$ cat src/sv/cchs_pkg.sv
`timescale 1ns / 1ps
// ----------------------------------------------------------------------------
// cchs_pkg
// Shared types and codes for the connection close handshake block.
// ----------------------------------------------------------------------------
package cchs_pkg;

  // Per-connection handshake state code
  typedef logic [2:0] cstate_t;

  localparam cstate_t ST_INACTIVE = 3'd0;
  localparam cstate_t ST_ACTIVE   = 3'd1;
  localparam cstate_t ST_LOCAL    = 3'd2;
  localparam cstate_t ST_REMOTE   = 3'd3;
  localparam cstate_t ST_ACKED    = 3'd4;
  localparam cstate_t ST_CLOSED   = 3'd5;
  localparam cstate_t ST_MORIBUND = 3'd6;

  // Command codes
  typedef logic [1:0] cmd_code_t;

  localparam cmd_code_t CMD_CLOSE    = 2'd0;
  localparam cmd_code_t CMD_PACKET   = 2'd1;
  localparam cmd_code_t CMD_TERM     = 2'd2;
  localparam cmd_code_t CMD_ACTIVATE = 2'd3;

  // Fault codes
  typedef logic [1:0] fault_t;

  localparam fault_t FAULT_OK      = 2'd0;
  localparam fault_t FAULT_TERM    = 2'd1;
  localparam fault_t FAULT_ILLEGAL = 2'd2;

  localparam int ID_W    = 6;
  localparam int COUNT_W = 7;
  localparam int FAIL_W  = 16;

  // Input word
  typedef struct packed {
    cmd_code_t         cmd;
    logic [ID_W-1:0]   conn_id;
    logic              ack_flag;
  } in_word_t;

  // Result word
  typedef struct packed {
    logic                send_packet;
    logic                packet_ack;
    logic                fail_pending;
    logic                all_closed;
    logic                request_terminate;
    cstate_t             new_state;
    logic [COUNT_W-1:0]  outstanding_count;
    logic [FAIL_W-1:0]   failed_total;
    fault_t              fault;
  } out_word_t;

  // Controller to datapath commands
  typedef struct packed {
    logic capture;   // latch the input word and read the state table
    logic commit;    // apply the transition and load the result register
  } dp_cmd_t;

  // Datapath to controller status
  typedef struct packed {
    logic out_free;  // result register can take a new word this cycle
  } dp_sts_t;

endpackage

$ cat src/sv/cchs_ctrl.sv
`timescale 1ns / 1ps
// ----------------------------------------------------------------------------
// cchs_ctrl
// Sequencer: accept a word, then commit its transition once the result
// register is free.
// ----------------------------------------------------------------------------
module cchs_ctrl (
  input  logic              clk,
  input  logic              rst,
  input  logic              in_valid,
  output logic              in_stall,
  input  cchs_pkg::dp_sts_t sts,
  output cchs_pkg::dp_cmd_t cmd
);

  typedef enum logic {
    C_IDLE,
    C_EXEC
  } ctrl_state_t;

  ctrl_state_t state;

  // Issue commands from the current state
  always_comb begin
    cmd.capture = (state == C_IDLE) && in_valid;
    cmd.commit  = (state == C_EXEC) && sts.out_free;
  end

  // Hold state and the registered stall
  always_ff @(posedge clk) begin
    if (rst) begin
      state    <= C_IDLE;
      in_stall <= 1'b0;
    end else begin
      case (state)
        C_IDLE: begin
          if (in_valid) begin
            state    <= C_EXEC;
            in_stall <= 1'b1;
          end
        end
        C_EXEC: begin
          if (sts.out_free) begin
            state    <= C_IDLE;
            in_stall <= 1'b0;
          end
        end
        default: begin
          state    <= C_IDLE;
          in_stall <= 1'b0;
        end
      endcase
    end
  end

  a_no_overlap: assert property (@(posedge clk) disable iff (rst)
    !(cmd.capture && cmd.commit))
    else $error("capture and commit in the same cycle");

  a_stall_after_capture: assert property (@(posedge clk) disable iff (rst)
    cmd.capture |=> in_stall && !cmd.capture)
    else $error("input not stalled while a word is in flight");

  a_stall_tracks_state: assert property (@(posedge clk) disable iff (rst)
    in_stall == (state == C_EXEC))
    else $error("stall out of step with sequencer state");

endmodule

$ cat src/sv/cchs_dp.sv
`timescale 1ns / 1ps
// ----------------------------------------------------------------------------
// cchs_dp
// Datapath: per-connection state table, close and failure counters,
// transition logic and the result register.
// ----------------------------------------------------------------------------
module cchs_dp #(
  parameter int NUM_CONN = 64
) (
  input  logic                clk,
  input  logic                rst,
  input  cchs_pkg::in_word_t  in_data,
  output logic                out_valid,
  input  logic                out_stall,
  output cchs_pkg::out_word_t out_data,
  input  cchs_pkg::dp_cmd_t   cmd,
  output cchs_pkg::dp_sts_t   sts
);

  // Only ids the input field can name need storage
  localparam int MAX_IDS = 1 << cchs_pkg::ID_W;
  localparam int DEPTH   = (NUM_CONN < MAX_IDS) ? NUM_CONN : MAX_IDS;
  localparam int IDX_W   = (DEPTH > 1) ? $clog2(DEPTH) : 1;

  cchs_pkg::cstate_t            mem [DEPTH];
  logic [DEPTH-1:0]             vld;
  cchs_pkg::in_word_t           in_q;
  cchs_pkg::cstate_t            rd_state;
  logic                         rd_vld;
  logic [cchs_pkg::COUNT_W-1:0] open_closes;
  logic [cchs_pkg::FAIL_W-1:0]  failed_count;

  logic [IDX_W-1:0]             raddr;
  logic [IDX_W-1:0]             waddr;
  logic                         in_range;
  cchs_pkg::cstate_t            cur;
  cchs_pkg::cstate_t            nst;
  cchs_pkg::fault_t             fault;
  logic                         send, pack, failp, term, inc, dec, fail_inc;
  logic [cchs_pkg::COUNT_W-1:0] open_closes_next;
  logic [cchs_pkg::FAIL_W-1:0]  failed_count_next;
  logic                         all_closed;

  assign raddr    = in_data.conn_id[IDX_W-1:0];
  assign waddr    = in_q.conn_id[IDX_W-1:0];
  assign in_range = 32'(in_q.conn_id) < NUM_CONN;
  assign sts.out_free = !out_valid || !out_stall;

  // Current state; never-written entries read as inactive
  assign cur = (in_range && rd_vld) ? rd_state : cchs_pkg::ST_INACTIVE;

  // Transition decode
  always_comb begin
    nst      = cur;
    fault    = cchs_pkg::FAULT_OK;
    send     = 1'b0;
    pack     = 1'b0;
    failp    = 1'b0;
    term     = 1'b0;
    inc      = 1'b0;
    dec      = 1'b0;
    fail_inc = 1'b0;
    if (!in_range) begin
      fault = cchs_pkg::FAULT_ILLEGAL;
    end else begin
      case (in_q.cmd)
        cchs_pkg::CMD_CLOSE: begin
          if (cur == cchs_pkg::ST_ACTIVE || cur == cchs_pkg::ST_REMOTE) begin
            send = 1'b1;
            pack = (cur == cchs_pkg::ST_REMOTE);
            nst  = (cur == cchs_pkg::ST_ACTIVE) ? cchs_pkg::ST_LOCAL
                                                : cchs_pkg::ST_ACKED;
            inc  = 1'b1;
          end else begin
            fault = cchs_pkg::FAULT_ILLEGAL;
          end
        end
        cchs_pkg::CMD_PACKET: begin
          if (!in_q.ack_flag) begin
            if (cur == cchs_pkg::ST_LOCAL) begin
              nst = cchs_pkg::ST_ACKED;
            end else if (cur == cchs_pkg::ST_ACTIVE) begin
              nst = cchs_pkg::ST_REMOTE;
            end else begin
              fault = cchs_pkg::FAULT_ILLEGAL;
            end
          end else begin
            if (cur == cchs_pkg::ST_LOCAL || cur == cchs_pkg::ST_ACKED) begin
              nst  = cchs_pkg::ST_CLOSED;
              term = 1'b1;
            end else begin
              fault = cchs_pkg::FAULT_ILLEGAL;
            end
          end
          // Local close always answers with an ack packet
          if (fault == cchs_pkg::FAULT_OK && cur == cchs_pkg::ST_LOCAL) begin
            send = 1'b1;
            pack = 1'b1;
          end
        end
        cchs_pkg::CMD_TERM: begin
          case (cur)
            cchs_pkg::ST_CLOSED: begin
              nst = cchs_pkg::ST_INACTIVE;
              dec = 1'b1;
            end
            cchs_pkg::ST_INACTIVE, cchs_pkg::ST_ACTIVE, cchs_pkg::ST_REMOTE: begin
              failp    = 1'b1;
              fail_inc = 1'b1;
              nst      = cchs_pkg::ST_MORIBUND;
            end
            cchs_pkg::ST_LOCAL, cchs_pkg::ST_ACKED: begin
              failp    = 1'b1;
              fail_inc = 1'b1;
              nst      = cchs_pkg::ST_MORIBUND;
              dec      = 1'b1;
            end
            default: begin
              fault = cchs_pkg::FAULT_TERM;
            end
          endcase
        end
        cchs_pkg::CMD_ACTIVATE: begin
          if (cur == cchs_pkg::ST_INACTIVE) begin
            nst = cchs_pkg::ST_ACTIVE;
          end else begin
            fault = cchs_pkg::FAULT_ILLEGAL;
          end
        end
        default: begin
          fault = cchs_pkg::FAULT_ILLEGAL;
        end
      endcase
    end
  end

  // Saturating counters
  always_comb begin
    open_closes_next  = open_closes;
    failed_count_next = failed_count;
    if (inc && open_closes != {cchs_pkg::COUNT_W{1'b1}}) begin
      open_closes_next = open_closes + 1'b1;
    end
    if (dec && open_closes != '0) begin
      open_closes_next = open_closes - 1'b1;
    end
    if (fail_inc && failed_count != {cchs_pkg::FAIL_W{1'b1}}) begin
      failed_count_next = failed_count + 1'b1;
    end
  end

  assign all_closed = dec && (open_closes_next == '0);

  // State table: registered read on capture, write on commit
  always_ff @(posedge clk) begin
    if (cmd.capture) begin
      in_q     <= in_data;
      rd_state <= mem[raddr];
    end
    if (cmd.commit && fault == cchs_pkg::FAULT_OK) begin
      mem[waddr] <= nst;
    end
  end

  // Entry valid bits
  always_ff @(posedge clk) begin
    if (rst) begin
      vld    <= '0;
      rd_vld <= 1'b0;
    end else begin
      if (cmd.capture) begin
        rd_vld <= vld[raddr];
      end
      if (cmd.commit && fault == cchs_pkg::FAULT_OK) begin
        vld[waddr] <= 1'b1;
      end
    end
  end

  // Counters
  always_ff @(posedge clk) begin
    if (rst) begin
      open_closes  <= '0;
      failed_count <= '0;
    end else if (cmd.commit) begin
      open_closes  <= open_closes_next;
      failed_count <= failed_count_next;
    end
  end

  // Result register
  always_ff @(posedge clk) begin
    if (rst) begin
      out_valid <= 1'b0;
    end else if (cmd.commit) begin
      out_valid <= 1'b1;
    end else if (!out_stall) begin
      out_valid <= 1'b0;
    end
  end

  always_ff @(posedge clk) begin
    if (cmd.commit) begin
      out_data.send_packet       <= send;
      out_data.packet_ack        <= pack;
      out_data.fail_pending      <= failp;
      out_data.all_closed        <= all_closed;
      out_data.request_terminate <= term;
      out_data.new_state         <= nst;
      out_data.outstanding_count <= open_closes_next;
      out_data.failed_total      <= failed_count_next;
      out_data.fault             <= fault;
    end
  end

  a_commit_shows_result: assert property (@(posedge clk) disable iff (rst)
    cmd.commit |=> out_valid)
    else $error("committed word not presented");

  a_fail_monotonic: assert property (@(posedge clk) disable iff (rst)
    !$past(rst) |-> failed_count >= $past(failed_count))
    else $error("failed count went down");

  a_fault_quiet: assert property (@(posedge clk) disable iff (rst)
    (cmd.commit && fault != cchs_pkg::FAULT_OK) |=>
      open_closes == $past(open_closes) && failed_count == $past(failed_count))
    else $error("counters moved on a faulted word");

endmodule

$ cat src/sv/connection_close_handshake_fsm.sv
`timescale 1ns / 1ps
// ----------------------------------------------------------------------------
// connection_close_handshake_fsm
// Close handshake tracker for a set of connections: per-connection state,
// outstanding close count and saturating failure count.
// ----------------------------------------------------------------------------
//  channel | direction | handshake          | word
//  --------+-----------+--------------------+----------------------
//  in      | to block  | in_valid/in_stall  | cchs_pkg::in_word_t
//  out     | from block| out_valid/out_stall| cchs_pkg::out_word_t
//
//  Each word first reads the state table (registered read), then applies
//  the transition and writes back; no new word is taken until the last one
//  has committed. The result register lets the next word enter while a
//  result waits, but a second commit holds until that result is taken.
//  Reset clears all connections to inactive at once through per-entry
//  valid bits, and zeroes both counters.
// ----------------------------------------------------------------------------
module connection_close_handshake_fsm #(
  parameter int NUM_CONN = 64
) (
  input  logic                clk,
  input  logic                rst,
  input  logic                in_valid,
  output logic                in_stall,
  input  cchs_pkg::in_word_t  in_data,
  output logic                out_valid,
  input  logic                out_stall,
  output cchs_pkg::out_word_t out_data
);

  cchs_pkg::dp_cmd_t cmd;
  cchs_pkg::dp_sts_t sts;

  cchs_ctrl u_ctrl (
    .clk      (clk),
    .rst      (rst),
    .in_valid (in_valid),
    .in_stall (in_stall),
    .sts      (sts),
    .cmd      (cmd)
  );

  cchs_dp #(
    .NUM_CONN (NUM_CONN)
  ) u_dp (
    .clk       (clk),
    .rst       (rst),
    .in_data   (in_data),
    .out_valid (out_valid),
    .out_stall (out_stall),
    .out_data  (out_data),
    .cmd       (cmd),
    .sts       (sts)
  );

endmodule

$ cat config.mk
export PLATFORM = sky130hd
export DESIGN_NAME = connection_close_handshake_fsm
export DESIGN_NICKNAME = d
export VERILOG_FILES = /design/src/sv/cchs_pkg.sv /design/src/sv/cchs_ctrl.sv /design/src/sv/cchs_dp.sv /design/src/sv/connection_close_handshake_fsm.sv
export SDC_FILE = /design/constraint.sdc
export NUM_CORES = 1
export LEC_CHECK = 0
export BUFFER_PORTS_ARGS = -buffer_cell sky130_fd_sc_hd__buf_2
export CAP_MARGIN = 20
export CORE_ASPECT_RATIO = 1.1
export CORE_MARGIN = 1.5
export CORE_UTILIZATION = 49
export CTS_CLUSTER_SIZE = 20
export DETAILED_ROUTE_END_ITERATION = 8
export GPL_ROUTABILITY_DRIVEN = 0
export PLACE_DENSITY = 0.65
export SETUP_SLACK_MARGIN = 0.02
export SLEW_MARGIN = 10
export SYNTH_ARGS = -nofsm -noshare
export SYNTH_HDL_FRONTEND = slang
export SYNTH_SLANG_ARGS = --single-unit
$ cat constraint.sdc
create_clock -name clk -period 7 [get_ports clk]
set_input_delay 0.7 -clock clk [delete_from_list [all_inputs] [get_ports clk]]
set_output_delay 0.7 -clock clk [all_outputs]
set_load 0.02 [all_outputs]
==> implementation parameters, run 1 <==
Parameter                              Value

Place
  Number of instances in the placed design    between 1k and 1.5k
  Quantity of I/O buffers inserted on ports    47
  Placed Area    between 10000 and 15000 µm²
  Final HPWL DP    between 15 and 20 mm

Power and ir drop
  Switching component of the power    0.909 mW
  Internal cell power    3.32 mW
  Worst voltage drop across the vdd grid    0.000186 V
  PnR Total Power    4.23 mW
  Portion of total power attributed to sequential cells    0.508
  Gate power share    0.058
  Switching Fraction    0.215
  Part of the power in the clock network    0.434
  Power Density    ~280 nW/µm²
  Leak    between 5 and 6 nW

Final layout
  # nets final    1019
  Area growth from synthesis to layout    12.7%
  Post-route insts no fill    roughly 1.4k
  Seq. cell area    around 9000 µm²
  Fill cell instance count of the final layout    roughly 2.1k
  Diodes inserted    0
  Area occupied by multi-input gates    between 4000 and 5000 µm²
  Layout Utilization    0.566
  Ratio of cells with drive above 1 in the final layout    0.207
  Post-route standard cell area excluding fillers    15400 µm²

Logic synthesis
  Per-instance average area after synthesis    between 10 and 15 µm²
  Cell type contributing the most total cell area after synthesis    edfxtp_1
  Seq/Total Area, Yosys    0.656
  Unique cell type count in the Yosys netlist    between 50 and 60
  Net count of the mapped netlist    981
  Largest cells by area after synthesis    edfxtp_1, dfxtp_1, mux4_2
  Flip-flop and latch count after synthesis    328
  Number of warning messages in the yosys log    0
  Main synth FF type    edfxtp_1
  Async set-or-reset flop fraction in the synthesized netlist    0
  Fraction of post-synthesis cell area in the top cell type by area    0.522
  Netlist Area Pre-Place    approximately 14000 µm²
  Count of mapped cells out of synthesis    964
  Number of enable-type register cells in the synthesized netlist    roughly 240

Worst setup path
  Arr. time, crit path    roughly 3.4 ns
  Maximum fanout encountered on the critical timing path    39
  Minimum setup slack among reg-to-reg paths    about 4.0 ns
  Largest delay share family, worst path    multiplexers
  Critical path class    input port to flip-flop
  Critical Path Start Type    input port
  Crit path cell chain    buf_4 > buf_4 > mux4_2 > mux4_2 > mux4_2
  Critical path's slowest cell    buf_4
  Launch instance of the worst register-to-register path    u_dp.rd_vld
  R2R cell count    7
  Endpoint class of the critical path    flip-flop
  Slowest cell delay on critical path    0.67 ns
  Data required time at the worst endpoint    ~7.3 ns
  Most frequent cell on the critical path    mux4_2
  Buffering stage count on the worst path with inverters included    2
  Capture point of the worst reg-to-reg path    u_dp.mem[20][1]

Route
  Count of nets left with antenna violations after detail routing    0
  Via count    about 8k
  Via/cell ratio    between 5 and 6
  Aggregate routed wire length    27.9 mm
  Average detailed-routed wire length per instance    approximately 20 µm
  DRC violation count after routing    0
  Number of design-rule violations left by the first detailed-router iteration    ~580
  Drt pass-1 iters    7

Floorplanning
  Width of the die    approximately 160 µm
  Total die area    approximately 29000 µm²
  Row cnt    63
  Vertical die dimension    178 µm
  I/O pin cnt    48
  Starting density of the core    0.503
  Core region area    27100 µm²

Timing
  Pins over their slew limit    0
  Max-Slew Margin vs Limit    0.241
  Final hold violations    0
  Setup TNS Final    0 ns
  Minimum clock period    between 3 and 4 ns
  Clock skew    ~0.017 ns
  Final setup violation count    0
  Maximum clock frequency    about 320 MHz
  RSZ-0062 raised after global routing    no
  Fin crit share    0.453
  Worst-Margin Slew    ~1.1 ns

Worst hold path
  Hold crit path type    input port to flip-flop
  WHS Path Cells    1
  Startpoint of the tightest hold check path    in_data[7]
  Endpoint of the worst hold-timing path    u_dp.in_q[7]

GRT
  Largest net degree at the start of global routing    between 90 and 100
  Gr ovfl total    0
  Initial antenna violation count    0
  Global-route total usage across every layer    0.199
  Vias in the first global route    7743
  First-pass GRT wire length    around 43 mm

CTS
  Worst-path clk slew    around 0.060 ns
  Clock sink count    between 300 and 400
  Count of instances resized after the clock tree is built    0
  Clock latency on the worst-skew pair    between 0.5 and 0.6 ns
  Number of hold-repair buffers added at the cts stage    0
  CTS Root Cell    clkbuf_16
  Buffer levels on the longest clock path    3
  TritonCTS buffer count    35
  Max H-tree Level    2
  Post-CTS setup buffer count    0
  TritonCTS clock tree    done

Status
  Outcome    finished, final reports clean

Flow run
  Max-cap violations    0
-- cells by family (layout without fill, tap and decap cells) --
group,Yosys count,in the layout,synth area share
compound gates,119,119,0.0506
xor+xnor,36,36,0.0231
fa+ha+maj,4,4,0.00367
buf+inv,69,133,0.0200
flops,328,328,0.656
mux,89,89,0.134
simple gates,319,319,0.113
-- cells in the final DEF, fill, tap and decap left out, drive strengths merged, types with 4 or more instances in the layout --
cell type	instances
a21oi	75
a22oi	4
and2	6
and3	7
and4	4
buf	57
clkbuf	48
clkinv	12
dfxtp	91
edfxtp	237
ha	4
inv	13
mux2	6
mux2i	9
mux4	74
nand2	40
nand2b	10
nand3	23
nand3b	5
nor2	176
nor2b	11
nor3	10
nor3b	6
nor4	4
o21ai	12
o22ai	6
xnor2	19
xor2	17
-- final cells by class --
class,count,share of cell area
clock inverters,15,0.0106
inverters,13,0.00318
repair buffers,57,0.0210
well taps,357,0.0291
multi-input cells,567,0.289
flip-flops and latches,328,0.582
clock buffers,48,0.0649
-- sequential cells by signal (all words and copies together) (netlist names) --
name,cells
u_ctrl.in_stall,1
u_ctrl.state,1
u_dp.failed_count,16
u_dp.in_q,3
u_dp.mem,192
u_dp.open_closes,7
u_dp.out_data,33
u_dp.out_valid,1
u_dp.rd_state,3
u_dp.rd_vld,1
u_dp.vld,64
u_dp.waddr,6
-- synthesized netlist by cell type (5+ instances only) --
| cell | instances |
|---|---|
| nor2_2 | 6 |
| o21ai_0 | 12 |
| buf_2 | 11 |
| mux2i_1 | 9 |
| a21oi_1 | 75 |
| clkbuf_1 | 37 |
| nor3_1 | 8 |
| mux4_2 | 74 |
| xnor2_1 | 19 |
| and2_1 | 5 |
| buf_1 | 8 |
| nor2_1 | 170 |
| mux2_2 | 6 |
| nand3_1 | 22 |
| nor2b_1 | 11 |
| nand2_1 | 40 |
| xor2_1 | 17 |
| edfxtp_1 | 237 |
| and3_1 | 7 |
| o22ai_1 | 6 |
| nand2b_1 | 10 |
| dfxtp_1 | 91 |
| inv_1 | 11 |
| nor3b_1 | 6 |
-- per-stage QoR --
step | worst slack, ns | hold WS (ns)
floorplan | 2.48 | 0.431
global placement | 3.30 | 0.443
CTS | 3.76 | 0.370
global route | 3.66 | 0.370
detailed placement | 3.22 | 0.451
finish | 3.83 | 0.392
-- layer usage --
layer / share of wire / GRT usage
met5: 0 / 0
met3: 0.054 / 0.0365
met1: 0.42 / 0.261
met2: 0.49 / 0.334
met4: 0.028 / 0.0677
-- worst register-to-register path: cells and delay by family, from the launching register on --
kind / cells / cell delay (ns)
DFF: 1 / 0.56
and+or+nand+nor: 4 / 1.56
AOI/OAI and AO/OA: 1 / 0.34
buffers and inverters: 2 / 0.21
-- power groups by stage --
stage | logic, mW | clock network [mW] | registers [mW]
3_3_place_gp | 0.243 | 0 | 2.19
3_5_place_dp | 0.246 | 0 | 2.19
6_report | 0.244 | 1.84 | 2.15
4_1_cts | 0.246 | 1.88 | 2.15
5_1_grt | 0.265 | 1.95 | 2.15
2_1_floorplan | 0.160 | 0 | 2.20
-- worst max-delay path by stage --
stage | startpoint | endpoint | slack [ns] | depth (start not counted)
2_1_floorplan | u_dp.in_q[7] | u_dp.mem[0][1] | 2.48 | 6
3_3_place_gp | in_data[1] | u_dp.rd_state[1] | 3.30 | 5
3_5_place_dp | in_data[1] | u_dp.rd_state[1] | 3.22 | 5
4_1_cts | in_data[1] | u_dp.rd_state[1] | 3.76 | 5
5_1_grt | in_data[1] | u_dp.rd_state[1] | 3.66 | 5
6_report | in_data[1] | u_dp.rd_state[1] | 3.83 | 5
(Power assumes the default switching activity.)
==> run 2, diff against run 1 <==
PLACE_DENSITY = 0.68   (was 0.65)
clock period = 2.7 ns   (was 7 ns; I/O delays follow)
==> implementation parameters, run 2 (synthesized netlist as in run 1, its figures left out) <==
Parameter                              Value

CTS
  TritonCTS buffer count    35
  Clock latency on the worst-skew pair    between 0.5 and 0.6 ns
  TritonCTS clock tree    done
  Buffer levels on the longest clock path    3
  Clock sink count    about 330
  Worst-path clk slew    roughly 0.06 ns
  Max H-tree Level    2
  CTS Root Cell    clkbuf_16

Floorplanning
  Core region area    around 27000 µm²
  I/O pin cnt    48
  Starting density of the core    0.503
  Vertical die dimension    between 150 and 200 µm
  Total die area    ~29000 µm²
  Width of the die    162 µm
  Row cnt    63

Route
  Via count    just over 8k
  Count of nets left with antenna violations after detail routing    0
  Via/cell ratio    roughly 5.7
  DRC violation count after routing    0
  Average detailed-routed wire length per instance    between 15 and 20 µm
  Drt pass-1 iters    5
  Aggregate routed wire length    27.9 mm
  Number of design-rule violations left by the first detailed-router iteration    roughly 500

Worst setup path
  Critical Path Start Type    flip-flop
  Endpoint class of the critical path    flip-flop
  Critical path class    flip-flop to flip-flop
  Maximum fanout encountered on the critical timing path    8
  Arr. time, crit path    about 2.8 ns
  Data required time at the worst endpoint    between 2 and 3 ns

Final layout
  Ratio of cells with drive above 1 in the final layout    0.261
  Registers with the most flip-flops    u_dp.mem: 192 flops, u_dp.vld: 64 flops, u_dp.out_data: 33 flops
  Area growth from synthesis to layout    15.6%
  Flip-flop count of the largest register after layout    between 150 and 200
  # nets final    between 1k and 1.5k
  Post-route insts no fill    around 1.4k
  Top library cells by usage in the layout, fill and taps aside    edfxtp_1, nor2_1, dfxtp_1
  Commonest non-fill, non-tap cell in the layout    edfxtp_1
  Diodes inserted    0
  Largest register by flop count    u_dp.mem

Timing
  RSZ-0062 raised after global routing    yes
  Worst-Margin Slew    around 0.68 ns
  Maximum clock frequency    383 MHz
  Fin crit share    0.966
  Final setup violation count    0
  Pins over their slew limit    0
  Final hold violations    0
  Minimum clock period    between 2 and 3 ns
  Hold Slack    approximately 0.019 ns
  Clock skew    roughly 0.0067 ns
  Max-Slew Margin vs Limit    0.545

Worst hold path
  Hold crit path type    input port to flip-flop

Flow run
  Max-cap violations    0

GRT
  Vias in the first global route    roughly 8k
  Largest net degree at the start of global routing    between 90 and 100
  Global-route total usage across every layer    0.197
  Initial antenna violation count    0
  Gr ovfl total    0
  First-pass GRT wire length    around 44 mm

Power and ir drop
  Worst voltage drop across the vdd grid    0.000636 V
  Leak    about 5.3 nW
  Power Density    690 nW/µm²

Status
  Outcome    finished, final reports clean

Place
  Quantity of I/O buffers inserted on ports    47
  Number of instances in the placed design    roughly 1.4k
  Final HPWL DP    17.6 mm
-- run 2: cell types whose count changed in the layout (fill, tap and decap cells not counted), moves of 3 or more --
cell	change
dlygate4sd3_1	+3
buf_12	+6
clkbuf_8	-4
nor2_1	-25
nor2_2	+25
inv_6	+3
buf_4	+27
-- run 2: metrics by stage --
step / setup TNS, ns / area (µm²) / setup WS (ns) / utilization / total power [mW]
4_1_cts: 0 / 15600 / 0.0256 / 0.576 / 10.9
5_1_grt: -0.148 / 15800 / -0.0190 / 0.581 / 11.2
3_5_place_dp: 0 / 14500 / 0.0283 / 0.534 / 6.38
6_report: 0 / 15800 / 0.0906 / 0.581 / 10.9
3_3_place_gp: 0 / 14500 / 0.111 / 0.534 / 6.37
2_1_floorplan: 0 / 13600 / 0.176 / - / 6.11
-- run 2: repair_timing --
action,4_1_cts,5_1_grt
gates resized for setup,0,37
hold buffers,3,0
buffers inserted,0,4
hold endpoints to repair,3,0
endpoints found under the setup margin,0,193
-- run 2: worst max-delay path, stage by stage, from the launching register on --
cell      delay [ns]
edfxtp_1        0.38
clkbuf_2        0.15
or4_1           0.50
a41oi_2         0.28
and3_1          0.32
nand2_1         0.32
nor2_1          0.33
-- run 2: final cells by class --
cell class / instances / area, µm²
Multi-Input combinational cell: 567 / 4550
Fill cell: 2135 / 11400
Clock buffer: 46 / 948
Timing Repair Buffer: 93 / 676
Clock inverter: 17 / 146
Sequential cell: 328 / 8940
Inverter: 13 / 48.8
Tap cell: 357 / 447
-- run 2: final timing paths --
path	depth (start not counted)	slack (ns)	from	end
worst max-delay path	6	0.09	u_dp.rd_state[2]	u_dp.mem[24][0]
worst min-delay path	3	0.02	out_stall	u_dp.out_valid
worst max register to register	6	0.09	u_dp.rd_state[2]	u_dp.mem[24][0]
worst min register to register	2	0.46	u_dp.vld[38]	u_dp.vld[38]
-- run 2: power breakdown --
| part | switching [mW] | internal, mW | leakage (nW) |
|---|---|---|---|
| Sequential | 0.0421 | 5.51 | 2.91 |
| Clock | 1.90 | 2.68 | 0.534 |
| Combinational | 0.463 | 0.270 | 1.84 |
| Total | 2.40 | 8.46 | 5.29 |
-- run 2: per-layer routing --
metal / up-vias / GRT usage / wire length, µm
met4: 0 / 0.0631 / 719
met2: 240 / 0.335 / 13900
met5: - / 0 / 0
li1: 3755 / - / -
met1: 4078 / 0.262 / 11900
met3: 57 / 0.0308 / 1460
